`src/rtl/wrts_pkg.sv`:
```
// Shared types and constants for the weighted random timed sequencer.
// Used by wrts_mod_unit and weighted_random_timed_sequencer; no dependencies.
`default_nettype none

package wrts_pkg;

    localparam int NUM_MODES  = 6;
    localparam int SPEC_COUNT = 6;
    localparam int SPEC_W     = 42;
    localparam int DRIVE_W    = 17;
    localparam int CFG_IDX_W  = 3;
    localparam int MODE_W     = 3;
    localparam int IDX_W      = (NUM_MODES > 1) ? $clog2(NUM_MODES) : 1;
    localparam int SUM_W      = $clog2(NUM_MODES * 255 + 1);
    localparam int DRAW_W     = 16;
    localparam int DIVISOR_W  = DRAW_W + 1;

    localparam logic [CFG_IDX_W-1:0] CFG_DRIVE = 3'd6;

    localparam logic [2:0] FUNC_TICK   = 3'd0;
    localparam logic [2:0] FUNC_START  = 3'd1;
    localparam logic [2:0] FUNC_STOP   = 3'd2;
    localparam logic [2:0] FUNC_PAUSE  = 3'd3;
    localparam logic [2:0] FUNC_RESUME = 3'd4;

    localparam logic [MODE_W-1:0] MODE_IDLE    = 3'd0;
    localparam logic [MODE_W-1:0] MODE_SETTLE  = 3'd1;
    localparam logic [MODE_W-1:0] MODE_CENTER  = 3'd2;
    localparam logic [MODE_W-1:0] MODE_COAST   = 3'd3;
    localparam logic [MODE_W-1:0] MODE_BRAKE   = 3'd4;
    localparam logic [MODE_W-1:0] MODE_REVERSE = 3'd5;

    localparam logic [1:0] DRIVE_COAST   = 2'd0;
    localparam logic [1:0] DRIVE_BRAKE   = 2'd1;
    localparam logic [1:0] DRIVE_REVERSE = 2'd2;

    localparam logic [SPEC_W-1:0] SPEC_RESET [SPEC_COUNT] = '{
        42'd20132761606,
        42'd4026542085,
        42'd6710896653,
        42'd134217779207,
        42'd12079636487,
        42'd6710896649
    };
    localparam logic [DRIVE_W-1:0] DRIVE_RESET = 17'd106516;

    typedef struct packed {
        logic                 start;
        logic [DRAW_W-1:0]    dividend;
        logic [DIVISOR_W-1:0] divisor;
    } div_req_t;

    typedef struct packed {
        logic              done;
        logic [DRAW_W-1:0] rem;
    } div_rsp_t;

endpackage

`default_nettype wire

```
`src/rtl/wrts_mod_unit.sv`:
```
// Shared restoring remainder unit: 16-bit dividend modulo a 17-bit divisor,
// one quotient bit per cycle. Depends on wrts_pkg.
`default_nettype none

module wrts_mod_unit (
    input  wire logic              clk,
    input  wire logic              rst_n,
    input  wire wrts_pkg::div_req_t req,
    output wrts_pkg::div_rsp_t     rsp
);

    localparam int CNT_W = $clog2(wrts_pkg::DRAW_W);

    logic                           busy_reg, busy_next;
    logic                           done_reg, done_next;
    logic [CNT_W-1:0]               cnt_reg, cnt_next;
    logic [wrts_pkg::DRAW_W-1:0]    shift_reg, shift_next;
    logic [wrts_pkg::DRAW_W-1:0]    rem_reg, rem_next;
    logic [wrts_pkg::DIVISOR_W-1:0] divisor_reg, divisor_next;
    logic [wrts_pkg::DIVISOR_W-1:0] trial;

    always_comb
    begin
        busy_next    = busy_reg;
        done_next    = 1'b0;
        cnt_next     = cnt_reg;
        shift_next   = shift_reg;
        rem_next     = rem_reg;
        divisor_next = divisor_reg;
        trial        = {rem_reg, shift_reg[wrts_pkg::DRAW_W-1]};
        if (req.start)
        begin
            busy_next    = 1'b1;
            cnt_next     = CNT_W'(wrts_pkg::DRAW_W - 1);
            shift_next   = req.dividend;
            rem_next     = '0;
            divisor_next = req.divisor;
        end
        else if (busy_reg)
        begin
            if (trial >= divisor_reg)
            begin
                rem_next = wrts_pkg::DRAW_W'(trial - divisor_reg);
            end
            else
            begin
                rem_next = trial[wrts_pkg::DRAW_W-1:0];
            end
            shift_next = {shift_reg[wrts_pkg::DRAW_W-2:0], 1'b0};
            cnt_next   = cnt_reg - 1'b1;
            if (cnt_reg == '0)
            begin
                busy_next = 1'b0;
                done_next = 1'b1;
            end
        end
    end

    always_ff @(posedge clk or negedge rst_n)
    begin
        if (!rst_n)
        begin
            busy_reg <= 1'b0;
            done_reg <= 1'b0;
            cnt_reg  <= '0;
        end
        else
        begin
            busy_reg <= busy_next;
            done_reg <= done_next;
            cnt_reg  <= cnt_next;
        end
    end

    always_ff @(posedge clk)
    begin
        shift_reg   <= shift_next;
        rem_reg     <= rem_next;
        divisor_reg <= divisor_next;
    end

    assign rsp.done = done_reg;
    assign rsp.rem  = rem_reg;

endmodule

`default_nettype wire

```
`src/rtl/weighted_random_timed_sequencer.sv`:
```
// Top level of the weighted random timed sequencer; depends on wrts_pkg and wrts_mod_unit.
// A result is loaded in ST_OUT, entered straight from the beat for stop, pause, resume,
// unused codes and a tick that ends no mode; a start or an expiry without random selection
// first takes one 16-step remainder pass, a random expiry up to two and two mode scans.
// The next beat is accepted once a result is loaded, which waits while the output stalls.
// Reset loads the register defaults and clears the FSM and mode state, not draws or m_tdata.
`default_nettype none

module weighted_random_timed_sequencer (
    input  wire logic        clk,
    input  wire logic        rst_n,
    input  wire logic        s_tvalid,
    output logic             s_tready,
    input  wire logic [31:0] s_tdata,   // [15:0] pick_draw, [31:16] dur_draw
    input  wire logic [2:0]  s_tuser,   // [2:0] func
    output logic             m_tvalid,
    input  wire logic        m_tready,
    output logic [31:0]      m_tdata,   // [2:0] mode_now, [10:3] drive_level,
                                        // [11] center_active, [12] flicker_active,
                                        // [13] is_running, [14] is_paused,
                                        // [15] mode_entered, [31:16] duration_ms
    output logic [1:0]       m_tuser,   // [1:0] drive_kind
    input  wire logic        cfg_valid,
    output logic             cfg_ready,
    input  wire logic [2:0]  cfg_index,
    input  wire logic [41:0] cfg_data
);

    typedef enum logic [2:0] {
        ST_IDLE,
        ST_TOTAL,
        ST_PICK_DIV,
        ST_PICK_SCAN,
        ST_DUR_START,
        ST_DUR_DIV,
        ST_OUT
    } state_t;

    localparam int MW = wrts_pkg::MODE_W;
    localparam int IW = wrts_pkg::IDX_W;
    localparam int SW = wrts_pkg::SUM_W;
    localparam int DW = wrts_pkg::DRAW_W;

    logic [wrts_pkg::SPEC_W-1:0]  spec_reg [wrts_pkg::SPEC_COUNT];
    logic [wrts_pkg::DRIVE_W-1:0] drive_reg;

    state_t         state_reg, state_next;
    logic [IW-1:0]  idx_reg, idx_next;
    logic [SW-1:0]  acc_reg, acc_next;
    logic [SW-1:0]  total_reg, total_next;
    logic [DW-1:0]  pick_reg, pick_next;
    logic [DW-1:0]  pdraw_reg, pdraw_next;
    logic [DW-1:0]  ddraw_reg, ddraw_next;
    logic [DW-1:0]  lo_reg, lo_next;
    logic [MW-1:0]  mode_reg, mode_next;
    logic           run_reg, run_next;
    logic           pause_reg, pause_next;
    logic [DW-1:0]  elapsed_reg, elapsed_next;
    logic [DW-1:0]  dur_reg, dur_next;
    logic [1:0]     kind_reg, kind_next;
    logic [7:0]     level_reg, level_next;
    logic           center_reg, center_next;
    logic           flicker_reg, flicker_next;
    logic           entered_reg, entered_next;
    logic           m_tvalid_reg, m_tvalid_next;
    logic [31:0]    m_tdata_reg, m_tdata_next;
    logic [1:0]     m_tuser_reg, m_tuser_next;

    logic [wrts_pkg::SPEC_W-1:0] cur_spec;
    logic                        elig;
    logic [SW-1:0]               acc_sum;
    logic [DW-1:0]               spec_min, spec_max, lo_val, hi_val, elapsed_inc;
    logic                        last_idx;
    logic [MW-1:0]               enter_mode;
    wrts_pkg::div_req_t          div_req;
    wrts_pkg::div_rsp_t          div_rsp;

    wrts_mod_unit u_mod (
        .clk   (clk),
        .rst_n (rst_n),
        .req   (div_req),
        .rsp   (div_rsp)
    );

    assign cfg_ready = 1'b1;

    always_ff @(posedge clk or negedge rst_n)
    begin
        if (!rst_n)
        begin
            for (int i = 0; i < wrts_pkg::SPEC_COUNT; i++)
            begin
                spec_reg[i] <= wrts_pkg::SPEC_RESET[i];
            end
            drive_reg <= wrts_pkg::DRIVE_RESET;
        end
        else if (cfg_valid)
        begin
            if (cfg_index < wrts_pkg::CFG_IDX_W'(wrts_pkg::SPEC_COUNT))
            begin
                spec_reg[cfg_index] <= cfg_data;
            end
            else if (cfg_index == wrts_pkg::CFG_DRIVE)
            begin
                drive_reg <= cfg_data[wrts_pkg::DRIVE_W-1:0];
            end
        end
    end

    assign cur_spec    = spec_reg[idx_reg];
    assign elig        = cur_spec[0] && !((MW'(idx_reg) == mode_reg) && !cur_spec[1]);
    assign acc_sum     = acc_reg + (elig ? SW'(cur_spec[9:2]) : SW'(0));
    assign spec_min    = cur_spec[25:10];
    assign spec_max    = cur_spec[41:26];
    assign lo_val      = (spec_min > spec_max) ? spec_max : spec_min;
    assign hi_val      = (spec_min > spec_max) ? spec_min : spec_max;
    assign last_idx    = (idx_reg == IW'(wrts_pkg::NUM_MODES - 1));
    assign elapsed_inc = (elapsed_reg != {DW{1'b1}}) ? elapsed_reg + 1'b1 : elapsed_reg;
    assign enter_mode  = MW'(idx_reg);
    assign s_tready    = (state_reg == ST_IDLE);

    always_comb
    begin
        state_next    = state_reg;
        idx_next      = idx_reg;
        acc_next      = acc_reg;
        total_next    = total_reg;
        pick_next     = pick_reg;
        pdraw_next    = pdraw_reg;
        ddraw_next    = ddraw_reg;
        lo_next       = lo_reg;
        mode_next     = mode_reg;
        run_next      = run_reg;
        pause_next    = pause_reg;
        elapsed_next  = elapsed_reg;
        dur_next      = dur_reg;
        kind_next     = kind_reg;
        level_next    = level_reg;
        center_next   = center_reg;
        flicker_next  = flicker_reg;
        entered_next  = entered_reg;
        m_tvalid_next = m_tvalid_reg && !m_tready;
        m_tdata_next  = m_tdata_reg;
        m_tuser_next  = m_tuser_reg;
        div_req.start    = 1'b0;
        div_req.dividend = pdraw_reg;
        div_req.divisor  = wrts_pkg::DIVISOR_W'(total_reg);

        case (state_reg)
            ST_IDLE:
            begin
                if (s_tvalid)
                begin
                    pdraw_next   = s_tdata[15:0];
                    ddraw_next   = s_tdata[31:16];
                    entered_next = 1'b0;
                    state_next   = ST_OUT;
                    case (s_tuser)
                        wrts_pkg::FUNC_TICK:
                        begin
                            if (run_reg && !pause_reg)
                            begin
                                elapsed_next = elapsed_inc;
                                if (elapsed_inc >= dur_reg)
                                begin
                                    entered_next = 1'b1;
                                    if (drive_reg[16])
                                    begin
                                        idx_next   = '0;
                                        acc_next   = '0;
                                        state_next = ST_TOTAL;
                                    end
                                    else
                                    begin
                                        idx_next   = IW'(mode_reg);
                                        state_next = ST_DUR_START;
                                    end
                                end
                            end
                        end
                        wrts_pkg::FUNC_START:
                        begin
                            run_next     = 1'b1;
                            pause_next   = 1'b0;
                            entered_next = 1'b1;
                            idx_next     = IW'(wrts_pkg::MODE_SETTLE);
                            state_next   = ST_DUR_START;
                        end
                        wrts_pkg::FUNC_STOP:
                        begin
                            run_next    = 1'b0;
                            pause_next  = 1'b0;
                            center_next = 1'b0;
                            kind_next   = wrts_pkg::DRIVE_COAST;
                            level_next  = '0;
                            mode_next   = wrts_pkg::MODE_IDLE;
                        end
                        wrts_pkg::FUNC_PAUSE:
                        begin
                            pause_next = 1'b1;
                        end
                        wrts_pkg::FUNC_RESUME:
                        begin
                            pause_next   = 1'b0;
                            elapsed_next = '0;
                        end
                        default:
                        begin
                        end
                    endcase
                end
            end
            ST_TOTAL:
            begin
                acc_next = acc_sum;
                idx_next = idx_reg + 1'b1;
                if (last_idx)
                begin
                    total_next = acc_sum;
                    acc_next   = '0;
                    if (acc_sum == '0)
                    begin
                        idx_next   = IW'(mode_reg);
                        state_next = ST_DUR_START;
                    end
                    else
                    begin
                        idx_next         = '0;
                        div_req.start    = 1'b1;
                        div_req.divisor  = wrts_pkg::DIVISOR_W'(acc_sum);
                        state_next       = ST_PICK_DIV;
                    end
                end
            end
            ST_PICK_DIV:
            begin
                if (div_rsp.done)
                begin
                    pick_next  = div_rsp.rem;
                    acc_next   = '0;
                    idx_next   = '0;
                    state_next = ST_PICK_SCAN;
                end
            end
            ST_PICK_SCAN:
            begin
                acc_next = acc_sum;
                if (elig && (pick_reg < DW'(acc_sum)))
                begin
                    state_next = ST_DUR_START;
                end
                else if (last_idx)
                begin
                    idx_next   = IW'(mode_reg);
                    state_next = ST_DUR_START;
                end
                else
                begin
                    idx_next = idx_reg + 1'b1;
                end
            end
            ST_DUR_START:
            begin
                lo_next          = lo_val;
                div_req.start    = 1'b1;
                div_req.dividend = ddraw_reg;
                div_req.divisor  = {1'b0, hi_val} - {1'b0, lo_val} + 1'b1;
                state_next       = ST_DUR_DIV;
            end
            ST_DUR_DIV:
            begin
                if (div_rsp.done)
                begin
                    mode_next    = enter_mode;
                    elapsed_next = '0;
                    dur_next     = lo_reg + div_rsp.rem;
                    center_next  = 1'b0;
                    flicker_next = 1'b0;
                    case (enter_mode)
                        wrts_pkg::MODE_CENTER:
                        begin
                            center_next  = 1'b1;
                            flicker_next = 1'b1;
                        end
                        wrts_pkg::MODE_BRAKE:
                        begin
                            kind_next  = wrts_pkg::DRIVE_BRAKE;
                            level_next = drive_reg[15:8];
                        end
                        wrts_pkg::MODE_REVERSE:
                        begin
                            kind_next    = wrts_pkg::DRIVE_REVERSE;
                            level_next   = drive_reg[7:0];
                            flicker_next = 1'b1;
                        end
                        default:
                        begin
                            kind_next  = wrts_pkg::DRIVE_COAST;
                            level_next = '0;
                        end
                    endcase
                    state_next = ST_OUT;
                end
            end
            ST_OUT:
            begin
                if (!m_tvalid_reg || m_tready)
                begin
                    m_tvalid_next = 1'b1;
                    m_tdata_next  = {dur_reg, entered_reg, pause_reg, run_reg,
                                     flicker_reg, center_reg, level_reg, mode_reg};
                    m_tuser_next  = kind_reg;
                    state_next    = ST_IDLE;
                end
            end
            default:
            begin
                state_next = ST_IDLE;
            end
        endcase
    end

    always_ff @(posedge clk or negedge rst_n)
    begin
        if (!rst_n)
        begin
            state_reg    <= ST_IDLE;
            idx_reg      <= '0;
            acc_reg      <= '0;
            total_reg    <= '0;
            mode_reg     <= wrts_pkg::MODE_IDLE;
            run_reg      <= 1'b0;
            pause_reg    <= 1'b0;
            elapsed_reg  <= '0;
            dur_reg      <= '0;
            kind_reg     <= wrts_pkg::DRIVE_COAST;
            level_reg    <= '0;
            center_reg   <= 1'b0;
            flicker_reg  <= 1'b0;
            entered_reg  <= 1'b0;
            m_tvalid_reg <= 1'b0;
        end
        else
        begin
            state_reg    <= state_next;
            idx_reg      <= idx_next;
            acc_reg      <= acc_next;
            total_reg    <= total_next;
            mode_reg     <= mode_next;
            run_reg      <= run_next;
            pause_reg    <= pause_next;
            elapsed_reg  <= elapsed_next;
            dur_reg      <= dur_next;
            kind_reg     <= kind_next;
            level_reg    <= level_next;
            center_reg   <= center_next;
            flicker_reg  <= flicker_next;
            entered_reg  <= entered_next;
            m_tvalid_reg <= m_tvalid_next;
        end
    end

    always_ff @(posedge clk)
    begin
        pick_reg    <= pick_next;
        pdraw_reg   <= pdraw_next;
        ddraw_reg   <= ddraw_next;
        lo_reg      <= lo_next;
        m_tdata_reg <= m_tdata_next;
        m_tuser_reg <= m_tuser_next;
    end

    assign m_tvalid = m_tvalid_reg;
    assign m_tdata  = m_tdata_reg;
    assign m_tuser  = m_tuser_reg;

endmodule

`default_nettype wire

```
`config.mk`:
```
export PLATFORM = sky130hd
export DESIGN_NAME = weighted_random_timed_sequencer
export DESIGN_NICKNAME = d
export VERILOG_FILES = /design/src/rtl/wrts_pkg.sv /design/src/rtl/wrts_mod_unit.sv /design/src/rtl/weighted_random_timed_sequencer.sv
export SDC_FILE = /design/constraint.sdc
export NUM_CORES = 1
export LEC_CHECK = 0
export BUFFER_PORTS_ARGS = -buffer_cell sky130_fd_sc_hd__buf_2
export CORE_ASPECT_RATIO = 0.5
export CORE_MARGIN = 3
export CORE_UTILIZATION = 30
export DETAILED_ROUTE_END_ITERATION = 10
export PLACE_DENSITY = 0.46
export SLEW_MARGIN = 15
export SYNTH_ARGS = -nofsm -noshare
export SYNTH_HDL_FRONTEND = slang
export SYNTH_SLANG_ARGS = --single-unit
```
`constraint.sdc`:
```
create_clock -name clk -period 14.45 [get_ports clk]
set_input_delay 2.89 -clock clk [delete_from_list [all_inputs] [get_ports clk]]
set_output_delay 2.89 -clock clk [all_outputs]
set_load 0.05 [all_outputs]
```
==> Word level (Yosys, flattened, before mapping) <==
Index checks and enable logic that the tools add are counted.
{ "word_totals": {"latchBits": 0, "ram_bits": 0, "romBits": 0, "regBits": 501, "word_cells": 216, "out_inout_bits": 37, "n_memories": 0} }
{ "op_classes": {"add_sub_neg": 8, "n_div": 0, "n_reduce_logical": 38, "mul": 0, "bitwise_logic": 3, "n_eq_ne": 33, "order_cmp": 8, "mux": 92, "shifts": 0} }
{ "ops": {"columns": ["op", "n"], "rows": [
  ["252-bit bitwise mux", 1],
  ["16-bit two-way mux", 10],
  ["42-bit binary-select mux with 3-bit select", 1],
  ["42-bit demux with 3-bit select", 1],
  ["42-bit two-way mux", 3],
  ["11-bit two-way mux", 9],
  ["3-bit two-way mux", 23],
  ["16-bit case mux with 2 select lines", 2],
  ["11-bit case mux with 4 select lines", 1],
  ["17-bit case mux with 2 select lines", 1],
  ["8-bit two-way mux", 4],
  ["8-bit case mux with 3 select lines", 1],
  ["3-bit == test, second input constant", 7],
  ["3-bit case mux with 7 select lines", 1],
  ["3-bit case mux with 2 select lines", 3],
  ["17-bit by 1-bit adder with 17-bit output, second input constant", 1],
  ["17-bit greater-or-equal comparator", 1],
  ["1-bit two-way mux", 17],
  ["16-bit by 16-bit subtractor with 17-bit output", 1],
  ["16-bit by 1-bit adder with 16-bit output, second input constant", 1],
  ["16-bit adder", 1],
  ["16-bit greater-or-equal comparator", 1],
  ["16-bit > comparator", 1],
  ["16-bit by 11-bit < comparator with 1-bit output", 1],
  ["40 further kinds", 89]
]} }

==> Longest topological paths before layout <==
Gate-level depths: netlist of run 1.
{ "logic_depth": {"depth_word": 15, "mapped_depth": 29, "mapped_depth_nobuf": 24} }

==> Modules after synthesis <==
Synthesis of run 1 repeated with hierarchy kept, for this count alone.
{ "unflattened": {"cells_unflattened": 2131, "hier_area_um2": 25608.3} }
{ "by_module_without_submodules": {"columns": ["module", "instances", "area_per_inst_um2", "seq_area_each_um2", "cells_each"], "rows": [
  ["weighted_random_timed_sequencer", 1, 22303.9, 11723.7, 1812],
  ["wrts_mod_unit", 1, 3304.4, 1461.4, 319]
]} }

==> Worst setup path after synthesis of run 1 <==
OpenSTA, ideal clock, no wires.
{ "synth_path": {"path_kind": "flip-flop to flip-flop", "from": "reg idx_reg[0] (netlist: enter_mode[0])", "to": "reg u_mod.divisor_reg[15] (netlist name), data pin", "required_time_ns": 14.187, "path_stages_with_launch": 28, "setup_slack_ns": 8.279, "arrival_time_ns": 5.908, "cell_sequence": "dfrtp_1 buf_2 buf_2 buf_2 mux4_2 nand2_1 o21ai_0 ha_1 nand4_1 or4_1 a21oi_1 a2111oi_0 a31oi_1 buf_2 buf_1 nand2_1 o21ai_0 ha_1 inv_1 fa_1 nor2b_1 o31a_1 o211ai_1 a21oi_1 nor3_1 o311ai_0 xnor2_1 nor2_1"} }
{ "synth_between": {"elab_chain_len": 9, "word_cells_on_any_way": 10, "cone_classes": "add/sub (2); order compare (1); mux (6); bitwise (1)"} }
{ "synth_lines": {"columns": ["item", "line", "text"], "rows": [
  ["start, declared", "weighted_random_timed_sequencer.sv:48", "logic [IW-1:0] idx_reg, idx_next;"],
  ["start signal, assigned", "weighted_random_timed_sequencer.sv:346", "idx_reg <= idx_next;"],
  ["3-bit NOT with 4-bit output (not written as such) *", "weighted_random_timed_sequencer.sv:110", "assign cur_spec = spec_reg[idx_reg];"],
  ["42-bit binary-select mux with 3-bit select *", "weighted_random_timed_sequencer.sv:110", null],
  ["42-bit two-way mux (not written as such) * (2 in series)", "weighted_random_timed_sequencer.sv:110", null],
  ["16-bit > comparator", "weighted_random_timed_sequencer.sv:115, weighted_random_timed_sequencer.sv:116", null],
  ["16-bit two-way mux (on tied branches)", "weighted_random_timed_sequencer.sv:116, weighted_random_timed_sequencer.sv:115", null],
  ["16-bit by 16-bit subtractor with 17-bit output *", "weighted_random_timed_sequencer.sv:267", "div_req.divisor = {1'b0, hi_val} - {1'b0, lo_val} + 1'b1;"],
  ["17-bit by 1-bit adder with 17-bit output *", "weighted_random_timed_sequencer.sv:267", null],
  ["17-bit case mux with 2 select lines *", "weighted_random_timed_sequencer.sv:149", "case (state_reg)"],
  ["end signal, assigned", "wrts_mod_unit.sv:79", "divisor_reg <= divisor_next;"],
  ["end, declared", "wrts_mod_unit.sv:19", "logic [wrts_pkg::DIVISOR_W-1:0] divisor_reg, divisor_next;"]
]} }
Mark *: on every way between the ends. The rest lies on a longest branch, timed or not. The select of a mux whose other input is x is not followed.
A chain may end at the register's enable or synchronous reset.

==> Final worst setup path of run 1 <==
Ends and elaborated chain as after synthesis.

==> results of run 1 <==
[logic make-up (layout without fill, tap and decap cells)]
family	after synthesis	after routing	share of synthesized area
and+or+nand+nor	450	450	0.0869
other	1	3	0.000149
AOI/OAI and AO/OA	386	386	0.100
muxes	392	392	0.190
buffers and inverters	157	306	0.0256
DFF	501	501	0.524
xor gates and xnor gates	55	55	0.0191
adders and majority gates	106	106	0.0539
[area by class of cell]
type / instances / area (sq um) / area share
clock inverters: 17 / 180 / 0.00628
clock buffers: 79 / 1460 / 0.0510
flip-flops and latches: 501 / 13200 / 0.460
inverters: 69 / 259 / 0.00903
multi-input cells: 1390 / 11400 / 0.398
repair buffers: 141 / 801 / 0.0279
diodes: 2 / 5.00 / 0.000174
well taps: 1102 / 1380 / 0.0481
[synthesized netlist by cell type (20+ instances only)]
master    number  area share
xor2_1        20      0.0070
mux2i_1       75       0.030
clkbuf_1      65      0.0097
nand3_1       38      0.0076
o21ai_0      129       0.026
nor3_1        23      0.0046
dfstp_2       58       0.061
mux4_2        42       0.038
inv_1         67       0.010
nand2b_1      20      0.0050
mux2_2       275        0.12
dfrtp_1      296        0.29
nand2_1      144       0.021
ha_1         102       0.051
nor2_1       125       0.019
edfxtp_1     131        0.16
xnor2_1       35       0.012
a21oi_1       87       0.017
[stage by stage]
step,worst slack (ps),std cells,area [sq um],utilization
CTS,6450,3298,28600,0.348
floorplan,8280,2048,25200,-
global route,5750,3299,28700,0.348
detailed placement,6460,3202,27000,0.328
finish,6530,3301,28700,0.348
global placement,6500,3202,27000,0.328
[worst paths after layout]
| kind | from | end | slack, ps | cells after the start |
|---|---|---|---|---|
| hold / removal | kind_reg[0]$_DFFE_PN0P_ | m_tuser[0]$_DFFE_PP_ | 440 | 0 |
| setup reg to reg | enter_mode[0]$_DFFE_PN0P_ | u_mod.divisor_reg[15]$_SDFFCE_PP0P_ | 6530 | 24 |
| min in group asynchronous | rst_n | u_mod.cnt_reg[0]$_DFFE_PN0P_ | 2260 | 1 |
| hold reg to reg | kind_reg[0]$_DFFE_PN0P_ | m_tuser[0]$_DFFE_PP_ | 440 | 0 |
| setup / recovery | enter_mode[0]$_DFFE_PN0P_ | u_mod.divisor_reg[15]$_SDFFCE_PP0P_ | 6530 | 24 |
| max in group asynchronous | rst_n | spec_reg[67]$_DFFE_PN0P_ | 10460 | 2 |
[power groups by stage]
stage | Clock, uW | Sequential (uW) | Combinational [uW]
finish | 1320 | 2120 | 3440
floorplan | 0 | 2090 | 2490
global placement | 0 | 2150 | 3410
CTS | 1370 | 2120 | 3440
detailed placement | 0 | 2150 | 3420
global route | 1420 | 2160 | 3830
[routing by layer]
| metal | track usage | vias up | wire length [um] |
|---|---|---|---|
| met1 | 0.219 | 8244 | 33000 |
| met2 | 0.230 | 194 | 29200 |
| met4 | 0.0285 | 6 | 961 |
| li1 | - | 7759 | - |
| met5 | 0 | - | 41 |
| met3 | 0.0232 | 80 | 2170 |
==> metrics.md, run 1 <==
| Metric | Value |
|---|---|
| Effective utilization at floorplan | `0.306` |
| Global Route Usage Sum | `0.148` |
| Row count | `74` |
| Slew @ Worst Pin | `approximately 1200 ps` |
| Worst Setup End Kind | `flip-flop` |
| Routed wire length | `between 60 and 70 mm` |
| CTS Buffer Depth | `3` |
| Pwr dens | `239 mW/mm^2` |
| Peak fanout along the critical path | `52` |
| Layout net count | `around 2,300` |
| Gate Count Post-Synth | `between 2,000 and 2,500` |
| Fill count | `roughly 8,200` |
| DIE WIDTH | `416 um` |
| Final Power | `6870 uW` |
| Ratio of final minimum period to clock period | `0.548` |
| CP max-delay cell | `a31oi_4` |
| Worst Setup Start Kind | `flip-flop` |
| CTS tree | `yes` |
| Vias | `around 16,000` |
| Peak Freq | `126 MHz` |
| Routed wire per std cell | `19.8 um` |
| DRC | `0` |
| Syn Nets | `2,239` |
| Worst IR Drop VDD | `approximately 0.21 mV` |
| Area growth syn-to-layout | `13.9%` |
| H-tree levels | `2` |
| GR Overflow Total | `0` |
| Flop pwr share | `0.308` |
| Worst Path Arrival | `8260 ps` |
| Most common cell after layout, fill and taps aside | `dfrtp_1` |
| Cell Int Power | `4040 uW` |
| Largest net degree at the start of global routing | `between 150 and 200` |
| Clk pwr share | `0.192` |
| Root Buffer | `clkbuf_16` |
| Clock sinks | `between 500 and 600` |
| Crit path time final | `between 7000 and 8000 ps` |
| Hold Path Class | `reg2reg` |
| Syn Area/Cell | `12.3 sq um` |
| Crit path largest cell delay | `950 ps` |
| CTS clk-pin slew, worst paths | `approximately 60 ps` |
| Mapped Area | `0.0252 sq mm` |
| Later-pin clock latency in the skew report | `around 620 ps` |
| Switching share of power | `0.412` |
| Layout cells sized above 1 | `0.292` |
| Max FFs per register | `roughly 250` |
| Detailed placer's ending HPWL | `between 40 and 50 mm` |
| Synth Register Bits | `around 500` |
| Final slew viol count | `0` |
| # Post-CTS Setup Buffers | `0` |
| Port Buffer Count | `between 100 and 150` |
| Logic pwr share | `0.500` |
| Sequential share of the synthesized area | `0.524` |
| Async set-reset flop share out of synthesis | `0.707` |
| Buf/Inv on CP | `3` |
| Die extent in y | `between 200 and 250 um` |
| Leak Pwr | `0.0118 uW` |
| GPL Wtd Cong | `0.780` |
| Global-route wire length before repair | `between 100 and 150 mm` |
| Crit path max-delay family | `compound AO/OA/AOI/OAI gates` |
| Hold_ws | `between 400 and 500 ps` |
| DR iter-0 viols | `~1,000` |
| Hold-fix buffers, CTS | `0` |
| DR pass1 iterations | `5` |
| Post-synth cell types | `87` |
| Setup Skew | `between 20 and 30 ps` |
| Psw | `around 2800 uW` |
| Core region area | `between 0.08 and 0.09 sq mm` |
| Kind of critical path | `reg2reg` |
| Synth warnings | `0` |
| Max Cap Viol | `0` |
| Initial antenna violation count | `12` |
| Rel. slew slack | `0.232` |
| CP required | `around 15,000 ps` |
| Via/cell ratio | `between 4 and 5` |
| Status | `finished clean` |
| Setup-failing EPs final | `0` |
| EDFF count, synth | `around 130` |
| IO Count | `roughly 120` |
| Vias in the first global route | `~16,000` |
| Total CTS buffers | `51` |
| Antenna Nets Post-Route | `0` |
| CTS resizes | `0` |
| Final hold vios | `0` |
| Most frequent cells in the layout | `dfrtp_1, mux2_2, nand2_1` |
| RSZ-0062 raised after global routing | `false` |
| Top FF cell, synth | `dfrtp_1` |
| Die ar. | `a little under 0.09 sq mm` |
| Setup_tns | `0 ps` |
| Crit-path cells | `buf_4 -> buf_4 -> mux4_2 -> nand2_1 -> o21ai_0 -> ha_1 -> nand4_1 -> or4_1 -> a21oi_1 -> a2111oi_0 -> a31oi_4 -> nand2_1 -> o21ai_0 -> ha_1 -> inv_1 -> fa_1 -> nor2b_1 -> o31a_1 -> o211ai_1 -> a21oi_1 -> nor3_1 -> o311ai_0 -> xnor2_1 -> nor2_1` |
Note: power is estimated with default switching activity, not from simulation.
==> run 2, diff against run 1 <==
Settings changed: PLACE_DENSITY 0.46 to 0.47.
Clock period 14.45 ns to 6.5 ns, I/O delays scaled along.
==> run 2 against run 1 <==
Via count grew 1.2%. Critical path depth is 3 lower. Register-to-register slack got worse by 6100 ps. Utilization rose by 0.41 points. Non-clock buffer count rose by 19. Final area grew 1.2%. Global-route usage up 0.34 points.
==> metrics.md, run 2 (synthesized netlist as in run 1, its figures left out) <==
| Metric | Value |
|---|---|
| Critical hold path startpoint | `level_reg[4]$_DFFE_PN0P_` |
| Peak fanout along the critical path | `26` |
| Detailed placer's ending HPWL | `~45 mm` |
| Worst Setup Start Kind | `flip-flop` |
| Layout net count | `about 2,400` |
| Setup_tns | `0 ps` |
| Final hold vios | `0` |
| Routed wire length | `around 67 mm` |
| Worst r2r path cells | `21` |
| Final slew viol count | `0` |
| Hold Path Stages | `0` |
| Die extent in y | `about 210 um` |
| CTS clk-pin slew, worst paths | `70 ps` |
| Worst Setup End Kind | `flip-flop` |
| CTS tree | `yes` |
| Largest net degree at the start of global routing | `142` |
| Worst Path Arrival | `between 6000 and 7000 ps` |
| Max FFs per register | `~250` |
| Later-pin clock latency in the skew report | `610 ps` |
| H-tree levels | `2` |
| Crit path time final | `around 6100 ps` |
| GR Overflow Total | `0` |
| Final Power | `~16,000 uW` |
| Most common cell after layout, fill and taps aside | `dfrtp_1` |
| Worst reg-to-reg setup slack | `between 400 and 500 ps` |
| Crit path largest cell delay | `670 ps` |
| Worst path most repeated cell | `a21oi_1` |
| Kind of critical path | `reg2reg` |
| Crit path from | `enter_mode[0]$_DFFE_PN0P_` |
| Vias in the first global route | `between 15,000 and 20,000` |
| Leak Pwr | `between 0.01 and 0.015 uW` |
| Endpoint, Worst Hold | `m_tdata[7]$_DFFE_PP_` |
| Global Route Usage Sum | `0.151` |
| CTS Buffer Depth | `3` |
| Port Buffer Count | `120` |
| Row count | `74` |
| Reg2reg end | `u_mod.divisor_reg[15]$_SDFFCE_PP0P_` |
| Most frequent cells in the layout | `dfrtp_1, mux2_2, nand2_1` |
| Status | `finished clean` |
| Post-Route Utilization | `0.352` |
| Total CTS buffers | `just over 50` |
| Effective utilization at floorplan | `0.306` |
| Hold_ws | `approximately 450 ps` |
| Hold Path Class | `reg2reg` |
| Rel. slew slack | `0.286` |
| Setup-failing EPs final | `0` |
| DRC | `0` |
| Origin of the critical flop-to-flop path | `enter_mode[0]$_DFFE_PN0P_` |
| Peak Freq | `roughly 170 MHz` |
| DR pass1 iterations | `5` |
| Setup Skew | `between 15 and 20 ps` |
| Root Buffer | `clkbuf_16` |
| Crit-path cells | `buf_12 -> mux4_2 -> nand2_1 -> o21ai_0 -> ha_1 -> a21oi_1 -> a21oi_1 -> a2111oi_0 -> a31oi_4 -> buf_4 -> or2_2 -> o21ai_0 -> ha_1 -> nor2b_1 -> o31a_1 -> o211ai_1 -> a21oi_1 -> nor3_1 -> o311ai_0 -> xnor2_1 -> nor2_1` |
| Ratio of final minimum period to clock period | `0.932` |
| Pwr dens | `between 500 and 600 mW/mm^2` |
| Area growth syn-to-layout | `15.3%` |
| Core region area | `roughly 0.082 sq mm` |
| Layout cells sized above 1 | `0.302` |
| Global-route wire length before repair | `103 mm` |
| Slew @ Worst Pin | `approximately 1100 ps` |
| Die ar. | `a little under 0.09 sq mm` |
| Fin cells | `3,319` |
| DIE WIDTH | `416 um` |
| GPL Wtd Cong | `slightly above 0.8` |
| IO Count | `about 120` |
| Initial antenna violation count | `18` |
| DR iter-0 viols | `between 1,000 and 1,500` |
| Hold-fix buffers, CTS | `0` |
| Vias | `roughly 16,000` |
| Via/cell ratio | `4.97` |
| Fill count | `between 8,000 and 9,000` |
| Max Cap Viol | `0` |
| CP required | `around 6900 ps` |
| Antenna Nets Post-Route | `0` |
| Worst IR Drop VDD | `around 0.45 mV` |
| Dpl cells | `around 3,200` |
| Clock sinks | `about 500` |
| RSZ-0062 raised after global routing | `false` |
| Routed wire per std cell | `about 20 um` |
| CP max-delay cell | `a2111oi_0` |
-- run 2: cell types whose count changed in the layout (fill, tap and decap cells not counted), moves of 2 or more --
cell and change:
clkbuf_1 -8, buf_4 +12, buf_12 +7, bufinv_16 +3, clkinv_1 +3, clkbuf_16 +2
-- run 2: timing repair --
action / in CTS / in global routing
setup buffers: 0 / 0
resized for setup: 0 / 3
setup endpoints to repair: 0 / 4
-- run 2: how the worst max path moves through the flow --
| stage | endpoint | slack (ps) | cells after the start |
|---|---|---|---|
| 6_report | u_mod.divisor_reg[15]$_SDFFCE_PP0P_ | 440 | 21 |
| 5_1_grt | u_mod.divisor_reg[14]$_SDFFCE_PP0P_ | 20 | 21 |
| 4_1_cts | enter_mode[0]$_DFFE_PN0P_ | 130 | 19 |
| 3_5_place_dp | enter_mode[0]$_DFFE_PN0P_ | 180 | 19 |
| 3_3_place_gp | enter_mode[0]$_DFFE_PN0P_ | 170 | 19 |
| 2_1_floorplan | u_mod.divisor_reg[15]$_SDFFCE_PP0P_ | 330 | 27 |
-- run 2: stage by stage --
step	area (sq um)	setup WS [ps]
global route	29000	24.0
floorplan	25200	329
detailed placement	27200	184
global placement	27200	167
CTS	29000	134
finish	29000	444
-- run 2: area by class of cell --
| class | count | area [sq um] | area share |
|---|---|---|---|
| diodes | 1 | 2.50 | 0.0000862 |
| well taps | 1102 | 1380 | 0.0475 |
| flip-flops and latches | 501 | 13200 | 0.454 |
| inverters | 69 | 259 | 0.00892 |
| clock inverters | 22 | 255 | 0.00880 |
| multi-input cells | 1390 | 11400 | 0.393 |
| clock buffers | 74 | 1500 | 0.0515 |
| repair buffers | 160 | 1030 | 0.0355 |
-- run 2: power by group --
| group | total [uW] | internal [uW] | switching [uW] |
|---|---|---|---|
| logic | 7940 | 3300 | 4650 |
| registers | 4730 | 4190 | 540 |
| clock network | 3100 | 1800 | 1300 |
-- run 2: metal layers --
layer / up-vias / GRT usage / wire (um)
li1: 7827 / - / -
met1: 8291 / 0.220 / 32700
met2: 262 / 0.236 / 29400
met3: 93 / 0.0261 / 3310
met4: 12 / 0.0338 / 1200
met5: - / 0 / 95
-- run 2: critical path: cells and delay by family (launching register included) --
| kind | cells | cell delay, ps |
|---|---|---|
| AO/OA/AOI/OAI | 10 | 2410 |
| AND/OR/NAND/NOR | 5 | 830 |
| XOR/XNOR | 1 | 180 |
| flip-flops | 1 | 560 |
| adder cells (fa/ha/maj) | 2 | 750 |
| buffers and inverters | 2 | 510 |
| multiplexers | 1 | 530 |
==> run 3, diff against run 2 <==
Settings changed: REMOVE_ABC_BUFFERS set to 1.
Clock period 6.5 ns to 5.16 ns, I/O delays scaled along.
==> run 3 against run 2 <==
The run now ends with negative setup slack left. Worst setup slack lost 490 ps. Sequential share of layout area fell by 3.4 points. Via count increased by 4.0%. Final area increased by 8.2%. Clock power up 22%.
==> metrics.md, run 3 (synthesized netlist as in run 1, its figures left out) <==
| Metric | Value |
|---|---|
| Layout cells sized above 1 | `0.398` |
| Later-pin clock latency in the skew report | `610 ps` |
| Worst IR Drop VDD | `0.519 mV` |
| RSZ-0062 raised after global routing | `true` |
| DRC | `0` |
| Port Buffer Count | `120` |
| DR pass1 iterations | `5` |
| Met3 Track Usage GR | `0.0205` |
| Worst Setup End Kind | `flip-flop` |
| Crit path time final | `around 5200 ps` |
| Die extent in y | `between 200 and 250 um` |
| Psw | `just over 9000 uW` |
| Clk pwr share | `0.159` |
| Peak fanout along the critical path | `24` |
| Core region area | `0.0824 sq mm` |
| Hold Path Class | `in2async` |
| Origin of the critical flop-to-flop path | `enter_mode[0]$_DFFE_PN0P_` |
| Via/cell ratio | `between 4 and 5` |
| Largest net degree at the start of global routing | `roughly 100` |
| Crit path largest cell delay | `about 520 ps` |
| Max Cap Viol | `0` |
| Final Power | `23,800 uW` |
| Initial antenna violation count | `4` |
| Slew @ Worst Pin | `about 1100 ps` |
| Met1 usage | `0.225` |
| Most frequent cells in the layout | `dfrtp_1, mux2_2, buf_4` |
| Global Route Usage Sum | `0.152` |
| Logic pwr share | `0.592` |
| H-tree levels | `2` |
| Area growth syn-to-layout | `24.7%` |
| CP required | `5490 ps` |
| Kind of critical path | `reg2reg` |
| Ratio of final minimum period to clock period | `1.01` |
| Clock sinks | `approximately 500` |
| Failing checks | `negative setup slack` |
| Crit path from | `enter_mode[0]$_DFFE_PN0P_` |
| Detailed placer's ending HPWL | `46.1 mm` |
| Global routing's busiest layer | `met2` |
| Flop pwr share | `0.249` |
| Setup-failing EPs final | `3` |
| Worst Path Arrival | `between 5000 and 6000 ps` |
| Crit path max-delay family | `simple AND/OR/NAND/NOR gates` |
| DIE WIDTH | `about 420 um` |
| Final hold vios | `0` |
| Leak Pwr | `roughly 0.013 uW` |
| Worst r2r path cells | `24` |
| Hold-fix buffers, CTS | `0` |
| Rel. slew slack | `0.278` |
| Setup Skew | `between 20 and 25 ps` |
| Pwr dens | `757 mW/mm^2` |
| Reg2reg end | `u_mod.divisor_reg[13]$_SDFFCE_PP0P_` |
| Hold_ws | `approximately 420 ps` |
| Setup_tns | `-90.6 ps` |
| Post-Route Utilization | `0.381` |
| CP max-delay cell | `or4_4` |
| Critical Path Sink | `u_mod.divisor_reg[13]$_SDFFCE_PP0P_` |
| Most common cell after layout, fill and taps aside | `dfrtp_1` |
| Worst Setup Start Kind | `flip-flop` |
| Post-placement cell area | `approximately 0.029 sq mm` |
| Effective utilization at floorplan | `0.306` |
| Total CTS buffers | `51` |
| CTS tree | `yes` |
| Routed wire per std cell | `~19 um` |
| CTS Buffer Depth | `3` |
| Peak Freq | `around 190 MHz` |
| Status | `finished, violations left` |
| Max FFs per register | `252` |
| DR iter-0 viols | `about 860` |
| Final slew viol count | `0` |
| Switching share of power | `0.386` |
| Buf/Inv on CP | `8` |
| Cell Int Power | `14,600 uW` |
| Layout net count | `~2,600` |
| Row count | `between 70 and 80` |
| GPL Wtd Cong | `0.804` |
| Stages on worst setup path | `24` |
| Vias in the first global route | `between 15,000 and 20,000` |
| CTS clk-pin slew, worst paths | `~70 ps` |
| Global-route wire length before repair | `around 110 mm` |
| Routed wire length | `just under 70 mm` |
| IO Count | `~120` |
| Antenna Nets Post-Route | `0` |
| Fin worst setup slack | `-45.9 ps` |
| Worst reg-to-reg setup slack | `-50 ps` |
| GR Overflow Total | `0` |
| Design area | `0.0314 sq mm` |
| Vias | `between 15,000 and 20,000` |
| Root Buffer | `clkbuf_16` |
| M2 GR Usage | `0.240` |
| Die ar. | `around 0.088 sq mm` |
| Crit-path cells | `buf_12 -> buf_12 -> mux4_2 -> nand2_2 -> o21ai_4 -> ha_1 -> nand2_1 -> or4_4 -> buf_4 -> o22ai_2 -> a31oi_4 -> buf_4 -> buf_6 -> buf_12 -> buf_6 -> or2_2 -> o21ai_1 -> ha_2 -> or3_1 -> o21ai_0 -> buf_4 -> nor2_2 -> xnor2_1 -> nor2_1` |
## run 3: changes by cell type in the layout (fill, tap and decap cells not counted), moves of 11 or more
cell,previous run,this run
a21oi_1,87,68
a21oi_2,1,13
buf_4,31,207
buf_6,0,13
ha_1,102,88
o21ai_0,128,102
o21ai_2,0,11
## run 3: layout make-up
cell class                 instances  area (sq um)
fill                            8056         51000
sequential                       501         13200
multi-input combinational       1390         12100
timing repair buffer             365          2820
clock buffer                      76          1490
tap                             1102          1380
inverter                          69           259
clock inverter                    20           200
antenna                            2          5.00
## run 3: worst min path at each step
stage | startpoint | end | slack (ps) | cells past startpoint
final | rst_n | elapsed_reg[12]$_DFFE_PN0P_ | 420 | 1
after floorplan | kind_reg[1]$_DFFE_PN0P_ | m_tuser[1]$_DFFE_PP_ | 420 | 0
after CTS | rst_n | elapsed_reg[7]$_DFFE_PN0P_ | 450 | 1
after global routing | dur_reg[14]$_DFFE_PN0P_ | m_tdata[30]$_DFFE_PP_ | 460 | 0
after global placement | kind_reg[1]$_DFFE_PN0P_ | m_tuser[1]$_DFFE_PP_ | 430 | 0
after detailed placement | kind_reg[0]$_DFFE_PN0P_ | m_tuser[0]$_DFFE_PP_ | 430 | 0
## run 3: repair_timing
action                     CTS  global route
pin swaps                   37            76
setup endpoints to repair   70            55
setup buffers               14            35
cloned                       1             2
gates resized for setup     63           113
## run 3: routing by layer
layer	wire [um]	vias up
met5	27	-
met4	1170	4
met3	1860	79
met2	29900	179
met1	34600	8627
li1	-	8253
## run 3: worst register-to-register path, stage by stage (launching register included)
cell     delay, ps
dfrtp_4        440
buf_12         160
buf_12         160
mux4_2         500
nand2_2        110
o21ai_4         90
ha_1           310
nand2_1         90
or4_4          520
buf_4          160
o22ai_2        130
a31oi_4         80
buf_4          180
buf_6          120
buf_12         130
buf_6          150
or2_2          290
o21ai_1        140
ha_2           290
or3_1          350
o21ai_0        130
buf_4          170
nor2_2          30
xnor2_1        140
nor2_1          60
## run 3: per-stage QoR
stage               std cells  setup slack [ps]
finish                   3525             -45.9
detailed placement       3378              -688
global route             3524              -285
floorplan                1960             -4300
global placement         3378              -661
CTS                      3487             -91.0
## run 3: power by group through the flow
stage / Sequential, uW / Combinational [uW] / Clock [uW]
after detailed placement: 6020 / 11500 / 0
after global placement: 6010 / 11500 / 0
after global routing: 6040 / 15400 / 4060
final: 5920 / 14100 / 3770
after CTS: 5920 / 12200 / 3900
after floorplan: 6060 / 6690 / 0
